<file path="src/rtl/adc_bucket_unit.sv">
// Bucket index: hash of the key reduced modulo the bucket count.
// Power-of-two counts take the low bits of the hash directly. Other counts use a reciprocal multiply for the
// quotient, then a subtract on the low bits for the remainder.
module adc_bucket_unit #(
    parameter int BUCKET_COUNT = 512
) (
    input  logic                            clk,
    input  logic                            rst_n,
    input  logic                            start,
    input  logic [31:0]                     subject_id,
    input  logic [31:0]                     target_id,
    input  logic [15:0]                     object_class,
    output logic                            done,
    output logic [$clog2(BUCKET_COUNT)-1:0] bucket
);

    localparam int         BW   = $clog2(BUCKET_COUNT);
    localparam bit         POW2 = (BUCKET_COUNT & (BUCKET_COUNT - 1)) == 0;
    // ceil(2^(32+BW) / BUCKET_COUNT): exact floor quotient for any 32-bit hash
    localparam longint unsigned MAGIC_FULL =
        ((64'd1 << (32 + BW)) + 64'(BUCKET_COUNT) - 64'd1) / 64'(BUCKET_COUNT);
    localparam logic [32:0]   MAGIC = 33'(MAGIC_FULL);
    localparam logic [BW-1:0] BLOW  = BW'(BUCKET_COUNT);

    logic          busy_reg, busy_next;
    logic          done_reg, done_next;
    logic [64:0]   prod_reg, prod_next;
    logic [BW-1:0] low_reg, low_next;
    logic [BW-1:0] rem_reg, rem_next;
    logic [31:0]   key_hash;
    logic [BW-1:0] quot_low;

    assign key_hash = subject_id ^ (target_id << 2) ^ {16'd0, object_class};
    assign quot_low = prod_reg[32 + BW +: BW];

    // multiply on start, remainder on the next cycle; a power-of-two count takes the remainder on start
    always_comb
    begin
        busy_next = busy_reg;
        done_next = 1'b0;
        prod_next = prod_reg;
        low_next  = low_reg;
        rem_next  = rem_reg;
        if (start)
        begin
            low_next = key_hash[BW-1:0];
            if (POW2)
            begin
                rem_next  = key_hash[BW-1:0];
                done_next = 1'b1;
            end
            else
            begin
                prod_next = {33'd0, key_hash} * {32'd0, MAGIC};
                busy_next = 1'b1;
            end
        end
        else if (busy_reg)
        begin
            // remainder is below the count, so the low bits suffice
            rem_next  = low_reg - BW'(quot_low * BLOW);
            busy_next = 1'b0;
            done_next = 1'b1;
        end
    end

    always_ff @(posedge clk or negedge rst_n)
    begin
        if (!rst_n)
        begin
            busy_reg <= 1'b0;
            done_reg <= 1'b0;
        end
        else
        begin
            busy_reg <= busy_next;
            done_reg <= done_next;
        end
    end

    always_ff @(posedge clk)
    begin
        prod_reg <= prod_next;
        low_reg  <= low_next;
        rem_reg  <= rem_next;
    end

    assign done   = done_reg;
    assign bucket = rem_reg;

endmodule

</file>
<file path="config.mk">
export PLATFORM = sky130hd
export DESIGN_NAME = adc_bucket_unit
export DESIGN_NICKNAME = d
export VERILOG_FILES = /design/src/rtl/adc_bucket_unit.sv
export SDC_FILE = /design/constraint.sdc
export NUM_CORES = 1
export LEC_CHECK = 0
export ABC_AREA = 1
export BUFFER_PORTS_ARGS = -buffer_cell sky130_fd_sc_hd__buf_2
export CAP_MARGIN = 20
export CORE_MARGIN = 2
export CORE_UTILIZATION = 27
export DETAILED_ROUTE_END_ITERATION = 10
export PLACE_DENSITY = 0.79
export SYNTH_ARGS = -nofsm -noshare
export SYNTH_HDL_FRONTEND = slang
export SYNTH_SLANG_ARGS = --single-unit
</file>
<file path="constraint.sdc">
create_clock -name clk -period 0.8 [get_ports clk]
set_clock_uncertainty 0.05 [all_clocks]
set_input_delay 0.16 -clock clk [delete_from_list [all_inputs] [get_ports clk]]
set_output_delay 0.16 -clock clk [all_outputs]
set_load 0.02 [all_outputs]
</file>
## Yosys cells after proc, flatten, opt, wreduce, memory -nomap -nowiden

Cells that the tools add are included.

| storage, ports and cells | value |
|---|---|
| logic and storage cells | 6 |
| register bits | 10 |
| input bits | 83 |

| cells by class | value |
|---|---|
| bitwise operators | 2 |
| multiplexer cells | 2 |

Operators by type and width:

| operator | count |
|---|---|
| 9-bit XOR | 2 |
| 9-bit 2-to-1 mux | 1 |
| 1-bit 2-to-1 mux | 1 |

## Logic depth before layout (Yosys ltp)

Gate-level depths: netlist (run 1).

| depth | value |
|---|---|
| word-level depth | 3 |
| mapped depth | 5 |
| depth with buffers taken out | 5 |

## Worst setup path before layout (run 1)

No wires, ideal clock.

| path | value |
|---|---|
| path type | input-to-reg |
| from | input subject_id[2] |
| to | register rem_reg[2], in the netlist bucket[2] (data pin) |
| setup slack | 0.135 ns |
| setup time | 0.252 ns |
| data arrival time | 0.363 ns |
| cell stages on the path | 5 |
| path through | inv_1 -> nand2_1 -> nand2_1 -> nand2_1 -> nand2_1 |

| on the way | value |
|---|---|
| word-level cells in the longest chain between the ends | 3 |

Ends and longest elaborated chain:

| element | line | source |
|---|---|---|
| from (decl) | 10 | `input logic [31:0] subject_id,` |
| 9-bit XOR (2 in series) | 33 | `assign key_hash = subject_id ^ (target_id << 2) ^ {16'd0, object_class};` |
| via key_hash[2] | 30 | `logic [31:0] key_hash;` |
| 9-bit 2-to-1 mux | 44 | `if (start)` |
| to (signal assigned) | 85 | `rem_reg <= rem_next;` |
| to (decl) | 29 | `logic [BW-1:0] rem_reg, rem_next;` |

The timed path passes the listed nets, and every way through them passes these cells. The select of a mux whose other input is x is not followed.
A chain may end at the register's enable or synchronous reset.

## Final worst setup path (run 1)

| path | value |
|---|---|
| from | register rem_reg[0], in the netlist bucket[0] |
| to | output bucket[0] |

RTL lines:

| element | line | source |
|---|---|---|
| to (decl) | 14 | `output logic [$clog2(BUCKET_COUNT)-1:0] bucket` |

No word-level cell between the ends.

==> summary.md, run 1 <==
| Metric | Value |
|---|---|
| Status | complete, but fails checks |
| Failing checks | setup timing |
| WHS Path Cells | 1 |
| Die H | 49.46 um |
| Post-CTS setup buffer count | 0 |
| H-tree Lvls | 1 |
| Antenna diodes | 0 |
| Tmin final | 0.9990 ns |
| Vias per inst | between 4 and 5 |
| Area grow syn2layout | 54.26% |
| Max-cap check violation count | 0 |
| Static Leak | roughly 0.53 nW |
| Min-Delay Endpoint | done$_DFF_PN0_ |
| Initial core utilization | ~28% |
| Post-Syn Nets | 158 |
| DIE AREA | 0.002446 mm^2 |
| IO Port Bufs | 37 |
| Most frequent cells in the layout | nand2_1 (35), buf_2 (31), inv_1 (21) |
| Fin. Hold Viols | 0 |
| CP cell instances | buf_6 |
| Wirelength per Cell | 9.326 um |
| Endpoints failing setup | 10 |
| Pwr Density | 1670 mW/mm^2 |
| TritonCTS clock tree | yes |
| Yosys warnings | 0 |
| Number of CTS-inserted buffers | 3 |
| CP Class | flop to output port |
| GP Congestion | 0.6144 |
| ANT nets after route | 0 |
| Worst path max stage delay | 0.39 ns |
| WL final | 1.343 mm |
| Nets | around 200 |
| Min-Delay Path Class | primary input to flop |
| Boundary pin count | 93 |
| Delay-heaviest family, CP | flip-flops |
| Vias in the first global route | 597 |
| DP Wirelength | roughly 1.0 mm |
| PnR worst setup slack | -0.1990 ns |
| Yosys reg bits | 10 |
| Reg clk slew, reported paths | roughly 0.070 ns |
| Max FFs per register | 9 |
| Fin cells | 144 |
| Worst-case clock buffer depth | 2 |
| CP max stage cell | edfxtp_1 |
| Row count | 16 |
| CTS root buf | clkbuf_4 |
| Tot GR Track Use | 13.22% |
| Crit. End Element | output port |
| Power Total | about 1.4 mW |
| Core Area | 0.001962 mm^2 |
| Sequential-to-total area share from yosys stat | 52.91% |
| DRC errors left | 0 |
| Slew Viols, Final | 0 |
| Final TNS setup | -1.882 ns |
| Post-synthesis cell type count | 6 |
| Initial antenna violation count | 0 |
| Least-Margin Pin Slew | about 0.22 ns |
| Critical Path Source Type | flop |
| Total grt overflow | 0 |
| Final clock period utilization by the worst path | 124.9% |
| Critical path arrival | around 0.8 ns |
| Die Width | 49.46 um |
| 1st-pass router iterations | 4 |
| Global-route wire length before repair | 2.415 mm |
| Worst EP required | a little under 0.6 ns |
| CP Max Fanout | 1 |
| RSZ-0062 raised after global routing | true |
| Fin util | a little over two fifths |
| Dpl cells | about 140 |
| Most common cell after layout, fill and taps aside | nand2_1 |
| CTS sink cnt | 10 |
| Peak VDD IR | between 500 and 600 uV |
| WP buf/inv | 1 |
| Pin count of the biggest net entering global routing | 11 |
| DR iter-0 viols | 4 |
| Via count | just under 600 |
| Rel. slew slack | between 80 and 90% |
| Area of the mapped netlist | 558.0 um^2 |
| Fillers | 211 |
| Layout cells sized above 1 | 35.04% |
| Mean Syn Cell Area | 7.440 um^2 |
| Fmax achieved | 1001 MHz |
| Cells after synthesis | 75 |
| Hold wc startpoint | start |
[worst max-delay path by stage]
stage	from	to	slack, ns	cells past startpoint
floorplan	subject_id[2]	bucket[2]$_DFFE_PP_	0.13	5
CTS	bucket[2]$_DFFE_PP_	bucket[2]	-0.21	1
global placement	subject_id[5]	bucket[5]$_DFFE_PP_	0.02	5
finish	bucket[0]$_DFFE_PP_	bucket[0]	-0.20	1
detailed placement	target_id[5]	bucket[7]$_DFFE_PP_	-0.02	6
global route	bucket[1]$_DFFE_PP_	bucket[1]	-0.26	1
[cell families after synthesis]
kind of cell	count (synthesis)	share of synthesized area, %
flops	10	52.91
buf+inv	21	14.13
simple gates	42	29.82
xor+xnor	2	3.140
[cells in the mapped netlist (all sizes together)]
| cell type | instances | share of area [%] |
|---|---|---|
| edfxtp | 9 | 48 |
| xor2 | 2 | 3.1 |
| nand2 | 35 | 24 |
| dfrtp | 1 | 4.5 |
| inv | 21 | 14 |
| nand3 | 7 | 6.3 |
[power by group]
group | internal [mW] | switching [mW]
clock | 0.276 | 0.172
sequential | 0.631 | 0.0163
combinational | 0.157 | 0.185
[repair_timing]
item,in CTS,in global routing
hold buffers,1,0
gates resized for setup,2,10
endpoints found under the hold margin,1,0
endpoints found under the setup margin,10,10
[final cells by class]
cell class / instances / area (um^2) / share of cell area, %
Sequential cell: 10 / 295.3 / 34.30
Tap cell: 27 / 33.78 / 3.924
Timing Repair Buffer: 38 / 232.7 / 27.03
Multi-Input combinational cell: 44 / 183.9 / 21.37
Clock buffer: 4 / 36.28 / 4.215
Inverter: 21 / 78.83 / 9.157
[metal layers]
layer	GRT usage (%)	routed length [um]	up-vias
met3	4.242	100	0
met1	11.98	468	256
li1	-	-	312
met2	26.35	774	24
met5	0	0	-
met4	5.556	0	0
[metrics by stage]
stage | hold WS, ns | cell area (um^2) | setup WS [ns]
after global routing | 0.08758 | 860.8 | -0.2553
after floorplan | -0.1856 | 558.0 | 0.1347
after detailed placement | -0.1130 | 777.0 | -0.01862
after global placement | -0.1156 | 777.0 | 0.01619
final | 0.09420 | 860.8 | -0.1990
after CTS | 0.09171 | 829.5 | -0.2115
Note: power is estimated with default switching activity, not from simulation.
==> run 2, diff against run 1 <==
--- a/config.mk
+++ b/config.mk
@@ -6,7 +6,7 @@
 export NUM_CORES = 1
 export LEC_CHECK = 0
 export ABC_AREA = 1
-export BUFFER_PORTS_ARGS = -buffer_cell sky130_fd_sc_hd__buf_2
+export BUFFER_PORTS_ARGS = -buffer_cell sky130_fd_sc_hd__buf_4
 export CAP_MARGIN = 20
 export CORE_MARGIN = 2
 export CORE_UTILIZATION = 27
==> run 2 against run 1 <==
Effect of this change:
- the flow still finishes with violations (setup timing)
- critical path depth stayed put
- worst setup slack worse by 0.0087 ns
- global-route usage is 0.80 points lower
- design area is 11% higher
- non-clock buffer count stayed put
- clock-buffer cell count stayed put
- combinational power is 17% higher
- clock power is 4% lower
- largest power group unchanged
- highest routed layer unchanged
==> summary.md, run 2 (synthesized netlist as in run 1, its figures left out) <==
| Metric | Value |
|---|---|
| Most frequent cells in the layout | nand2_1 (35), buf_4 (27), inv_1 (21) |
| Layout cells sized above 1 | 35.04% |
| Least-Margin Pin Slew | 0.1533 ns |
| Row count | 16 |
| Hold Slack | between 0.05 and 0.06 ns |
| DP Wirelength | 1.095 mm |
| CP cell instances | buf_6 |
| Via count | 588 |
| CP max stage cell | edfxtp_1 |
| CTS sink cnt | 10 |
| Slew Viols, Final | 0 |
| DIE AREA | 0.002446 mm^2 |
| Worst EP required | 0.59 ns |
| Crit path depth | 1 |
| 1st-pass router iterations | 4 |
| Reg clk slew, reported paths | 0.06 ns |
| Post-CTS setup buffer count | 0 |
| CP Max Fanout | 1 |
| Nets | ~200 |
| Wirelength per Cell | ~9.3 um |
| CP endpoint | bucket[3] |
| Final TNS setup | -1.900 ns |
| Final clock period utilization by the worst path | 126.0% |
| Fin. Hold Viols | 0 |
| Crit. End Element | output port |
| Die H | 49.46 um |
| Critical Path Source Type | flop |
| Initial antenna violation count | 0 |
| Static Leak | ~0.56 nW |
| Peak VDD IR | 1067 uV |
| Failing checks | setup timing |
| DRC errors left | 0 |
| DR iter-0 viols | 3 |
| WP buf/inv | 1 |
| Vias in the first global route | 577 |
| Worst-case clock buffer depth | 2 |
| Pin count of the biggest net entering global routing | 11 |
| GP Congestion | just over 0.6 |
| Max-cap check violation count | 0 |
| CP startpoint | bucket[3]$_DFFE_PP_ |
| Vias per inst | about 4.1 |
| Area grow syn2layout | 70.85% |
| Tmin final | around 1 ns |
| Core Area | 0.001962 mm^2 |
| PnR worst setup slack | -0.2078 ns |
| Most common cell after layout, fill and taps aside | nand2_1 |
| TritonCTS clock tree | yes |
| Min-Delay Path Class | primary input to flop |
| Worst path max stage delay | 0.39 ns |
| Critical path arrival | 0.80 ns |
| Rel. slew slack | between 80% and 90% |
| IO Port Bufs | 37 |
| Pwr Density | ~1600 mW/mm^2 |
| Global-route wire length before repair | 2.263 mm |
| Status | complete, but fails checks |
| Initial core utilization | between 20% and 30% |
| Antenna diodes | 0 |
| Boundary pin count | between 90 and 100 |
| Die Width | 49.46 um |
| RSZ-0062 raised after global routing | true |
| CTS root buf | clkbuf_4 |
| Number of CTS-inserted buffers | 3 |
| CP Class | flop to output port |
| Max FFs per register | 9 |
| WL final | 1.333 mm |
| Fmax achieved | 992.3 MHz |
| H-tree Lvls | 1 |
| Tot GR Track Use | 12.42% |
| Endpoints failing setup | 10 |
| Delay-heaviest family, CP | flip-flops |
| ANT nets after route | 0 |
| Total grt overflow | 0 |
## run 2: power breakdown
| part | internal, mW | switching [mW] |
|---|---|---|
| Combinational | 0.217 | 0.184 |
| Sequential | 0.633 | 0.0232 |
| Clock | 0.275 | 0.154 |
## run 2: worst min-delay path by stage
stage,startpoint,to,depth (start not counted)
2_1_floorplan,rst_n,done$_DFF_PN0_,0
3_3_place_gp,rst_n,done$_DFF_PN0_,1
3_5_place_dp,rst_n,done$_DFF_PN0_,1
4_1_cts,start,done$_DFF_PN0_,1
5_1_grt,start,done$_DFF_PN0_,1
6_report,start,done$_DFF_PN0_,1
## run 2: routing by layer
metal	vias up	GRT usage (%)	routed length, um
met3	0	6.061	115
met5	-	0	0
met4	0	2.778	0
met2	26	25.90	791
met1	255	9.962	426
li1	307	-	-
## run 2: cell type report
class	count	area [um^2]
fillers	196	1008
well taps	27	33.78
inverters	21	78.83
multi-input cells	44	183.9
flip-flops and latches	10	295.3
clock buffers	4	36.28
repair buffers	38	325.3
## run 2: per-stage QoR
stage	cell area [um^2]	setup WS, ns	util (%)	std cells	power, mW
finish	953.4	-0.2078	48.60	144	1.487
global route	953.4	-0.2476	48.60	144	1.569
CTS	945.9	-0.2192	48.21	144	1.497
detailed placement	869.6	-0.04325	44.32	139	1.027
global placement	869.6	0.008375	44.32	139	1.005
floorplan	558.0	0.1347	-	75	0.8112
## run 2: repair_timing
item                       4_1_cts  5_1_grt
hold endpoints to repair         1        0
setup endpoints to repair       10       10
gates resized for setup          8        2
hold buffers                     1        0
pin swaps                        0        0
==> run 3, diff against run 2 <==
--- a/config.mk
+++ b/config.mk
@@ -7,11 +7,11 @@
 export LEC_CHECK = 0
 export ABC_AREA = 1
 export BUFFER_PORTS_ARGS = -buffer_cell sky130_fd_sc_hd__buf_4
-export CAP_MARGIN = 20
 export CORE_MARGIN = 2
 export CORE_UTILIZATION = 27
 export DETAILED_ROUTE_END_ITERATION = 10
-export PLACE_DENSITY = 0.79
+export HOLD_SLACK_MARGIN = 0.15
+export PLACE_DENSITY_LB_ADDON = 0.2
 export SYNTH_ARGS = -nofsm -noshare
 export SYNTH_HDL_FRONTEND = slang
 export SYNTH_SLANG_ARGS = --single-unit
==> run 3 against run 2 <==
Effect of this change:
- core utilization rose by 0.51 points
- global-route usage down 1.7 points
- non-clock buffer count up 1
- clock power grew 4%
- via count fell by 5.3%
- critical endpoint is now bucket[6]
- final cell count up 0.69%
- design area increased by 1.0%
- critical path type unchanged
- routed wire length is 14% lower
- the flow still finishes with violations (setup timing)
- clock-buffer cell count is the same
- worst hold slack better by 0.088 ns
==> summary.md, run 3 (synthesized netlist as in run 1, its figures left out) <==
| Metric | Value |
|---|---|
| Comb pwr share | a little over a quarter |
| Boundary pin count | 93 |
| DP Wirelength | 912 um |
| Peak VDD IR | 577.5 uV |
| Tmin final | 1.019 ns |
| DR iter-0 viols | 5 |
| WP buf/inv | 1 |
| Fin. Hold Viols | 0 |
| Nets | 202 |
| Static Leak | 0.5612 nW |
| Fmax achieved | 981.2 MHz |
| 1st-pass router iterations | 4 |
| DRC errors left | 0 |
| Layout cells sized above 1 | 34.75% |
| Final TNS setup | -1.932 ns |
| Switching share of power | about a quarter |
| Most frequent cells in the layout | nand2_1 (35), buf_4 (27), inv_1 (21) |
| Row count | 16 |
| TritonCTS clock tree | yes |
| Failing checks | setup timing |
| Final instance area | 963.4 um^2 |
| Initial core utilization | 28.44% |
| ANT nets after route | 0 |
| Clock share of power | 29.8% |
| Vias per inst | around 3.8 |
| Via count | 557 |
| Fin util | slightly below 50% |
| Net Sw Power | 370.2 uW |
| Wirelength per Cell | 7.917 um |
| CP cell instances | buf_6 |
| RSZ-0062 raised after global routing | true |
| Global-route wire length before repair | 2.042 mm |
| Final clock period utilization by the worst path | 127.4% |
| IO Port Bufs | 37 |
| Tot GR Track Use | 10.73% |
| Max FFs per register | 9 |
| Fillers | 189 |
| Status | complete, but fails checks |
| Die H | 49.46 um |
| GP Congestion | around 0.56 |
| H-tree Lvls | 1 |
| Most common cell after layout, fill and taps aside | nand2_1 |
| Reg clk slew, reported paths | 0.07 ns |
| Max-cap check violation count | 0 |
| CTS root buf | clkbuf_4 |
| Worst path max stage delay | 0.40 ns |
| CTS sink cnt | 10 |
| Worst EP required | 0.59 ns |
| CP Max Fanout | 1 |
| Area grow syn2layout | 72.65% |
| Delay-heaviest family, CP | flip-flops |
| Endpoints failing setup | 10 |
| Least-Margin Pin Slew | between 0.1 and 0.15 ns |
| CP max stage cell | edfxtp_1 |
| Crit. End Element | output port |
| PnR worst setup slack | -0.2192 ns |
| Pin count of the biggest net entering global routing | 11 |
| Slew Viols, Final | 0 |
| Worst-case clock buffer depth | 2 |
| Number of CTS-inserted buffers | 3 |
| Initial antenna violation count | 0 |
| WL final | 1.148 mm |
| Cell internal pwr | 1.128 mW |
| CP Class | flop to output port |
| Pwr Density | 1555 mW/mm^2 |
| Die Width | 49.46 um |
| Antenna diodes | 0 |
| Critical path arrival | 0.81 ns |
| Critical Path Source Type | flop |
| Sequential share of power | 43.7% |
| DIE AREA | 0.002446 mm^2 |
| Total grt overflow | 0 |
| Vias in the first global route | 565 |
| Placed Area | about 870 um^2 |
| Core Area | 0.001962 mm^2 |
| Rel. slew slack | 90.26% |
| Min-Delay Path Class | primary input to flop |
run 3: changes by cell type in the layout (fill, tap and decap cells not counted), sizes merged:
cell	change
dlygate4sd3	+1
run 3: cell type report:
class                   instances  area [um^2]  area share (%)
well taps                      27        33.78           3.506
multi-input cells              44        183.9           19.09
repair buffers                 39        335.3           34.81
flip-flops and latches         10        295.3           30.65
clock buffers                   4        36.28           3.766
inverters                      21        78.83           8.182
run 3: per-stage QoR:
step           power (mW)  setup WS, ns  hold slack [ns]  instances
2_1_floorplan      0.8112        0.1347          -0.1856         75
3_3_place_gp        1.008      0.007250          -0.1142        139
3_5_place_dp        1.019      -0.01339          -0.1145        139
4_1_cts             1.513       -0.2245          0.05380        144
5_1_grt             1.591       -0.2566           0.1462        145
6_report            1.498       -0.2192           0.1445        145
run 3: path summary, 6_finish.rpt:
kind | startpoint | endpoint | depth (start not counted)
max in group asynchronous | rst_n | done$_DFF_PN0_ | 2
min | start | bucket[5]$_DFFE_PP_ | 1
min in group asynchronous | rst_n | done$_DFF_PN0_ | 2
max | bucket[6]$_DFFE_PP_ | bucket[6] | 1
run 3: timing repair:
action / 4_1_cts / 5_1_grt
setup buffers: 0 / 0
cloned: 0 / 0
resized for setup: 9 / 1
endpoints found under the hold margin: 12 / 2
setup endpoints to repair: 10 / 10
hold buffers: 1 / 1
run 3: power by group through the flow:
stage	clock (mW)	combinational, mW	sequential [mW]
after global routing	0.493	0.439	0.659
final	0.447	0.396	0.655
after floorplan	0	0.0882	0.723
after global placement	0	0.354	0.654
after CTS	0.465	0.393	0.654
after detailed placement	0	0.363	0.656
run 3: routing by layer:
layer	routed length [um]	GRT usage, %	vias up
met1	456	10.10	228
li1	-	-	305
met2	591	21.17	24
met3	100	3.333	0
met4	0	4.167	0
met5	0	0	-
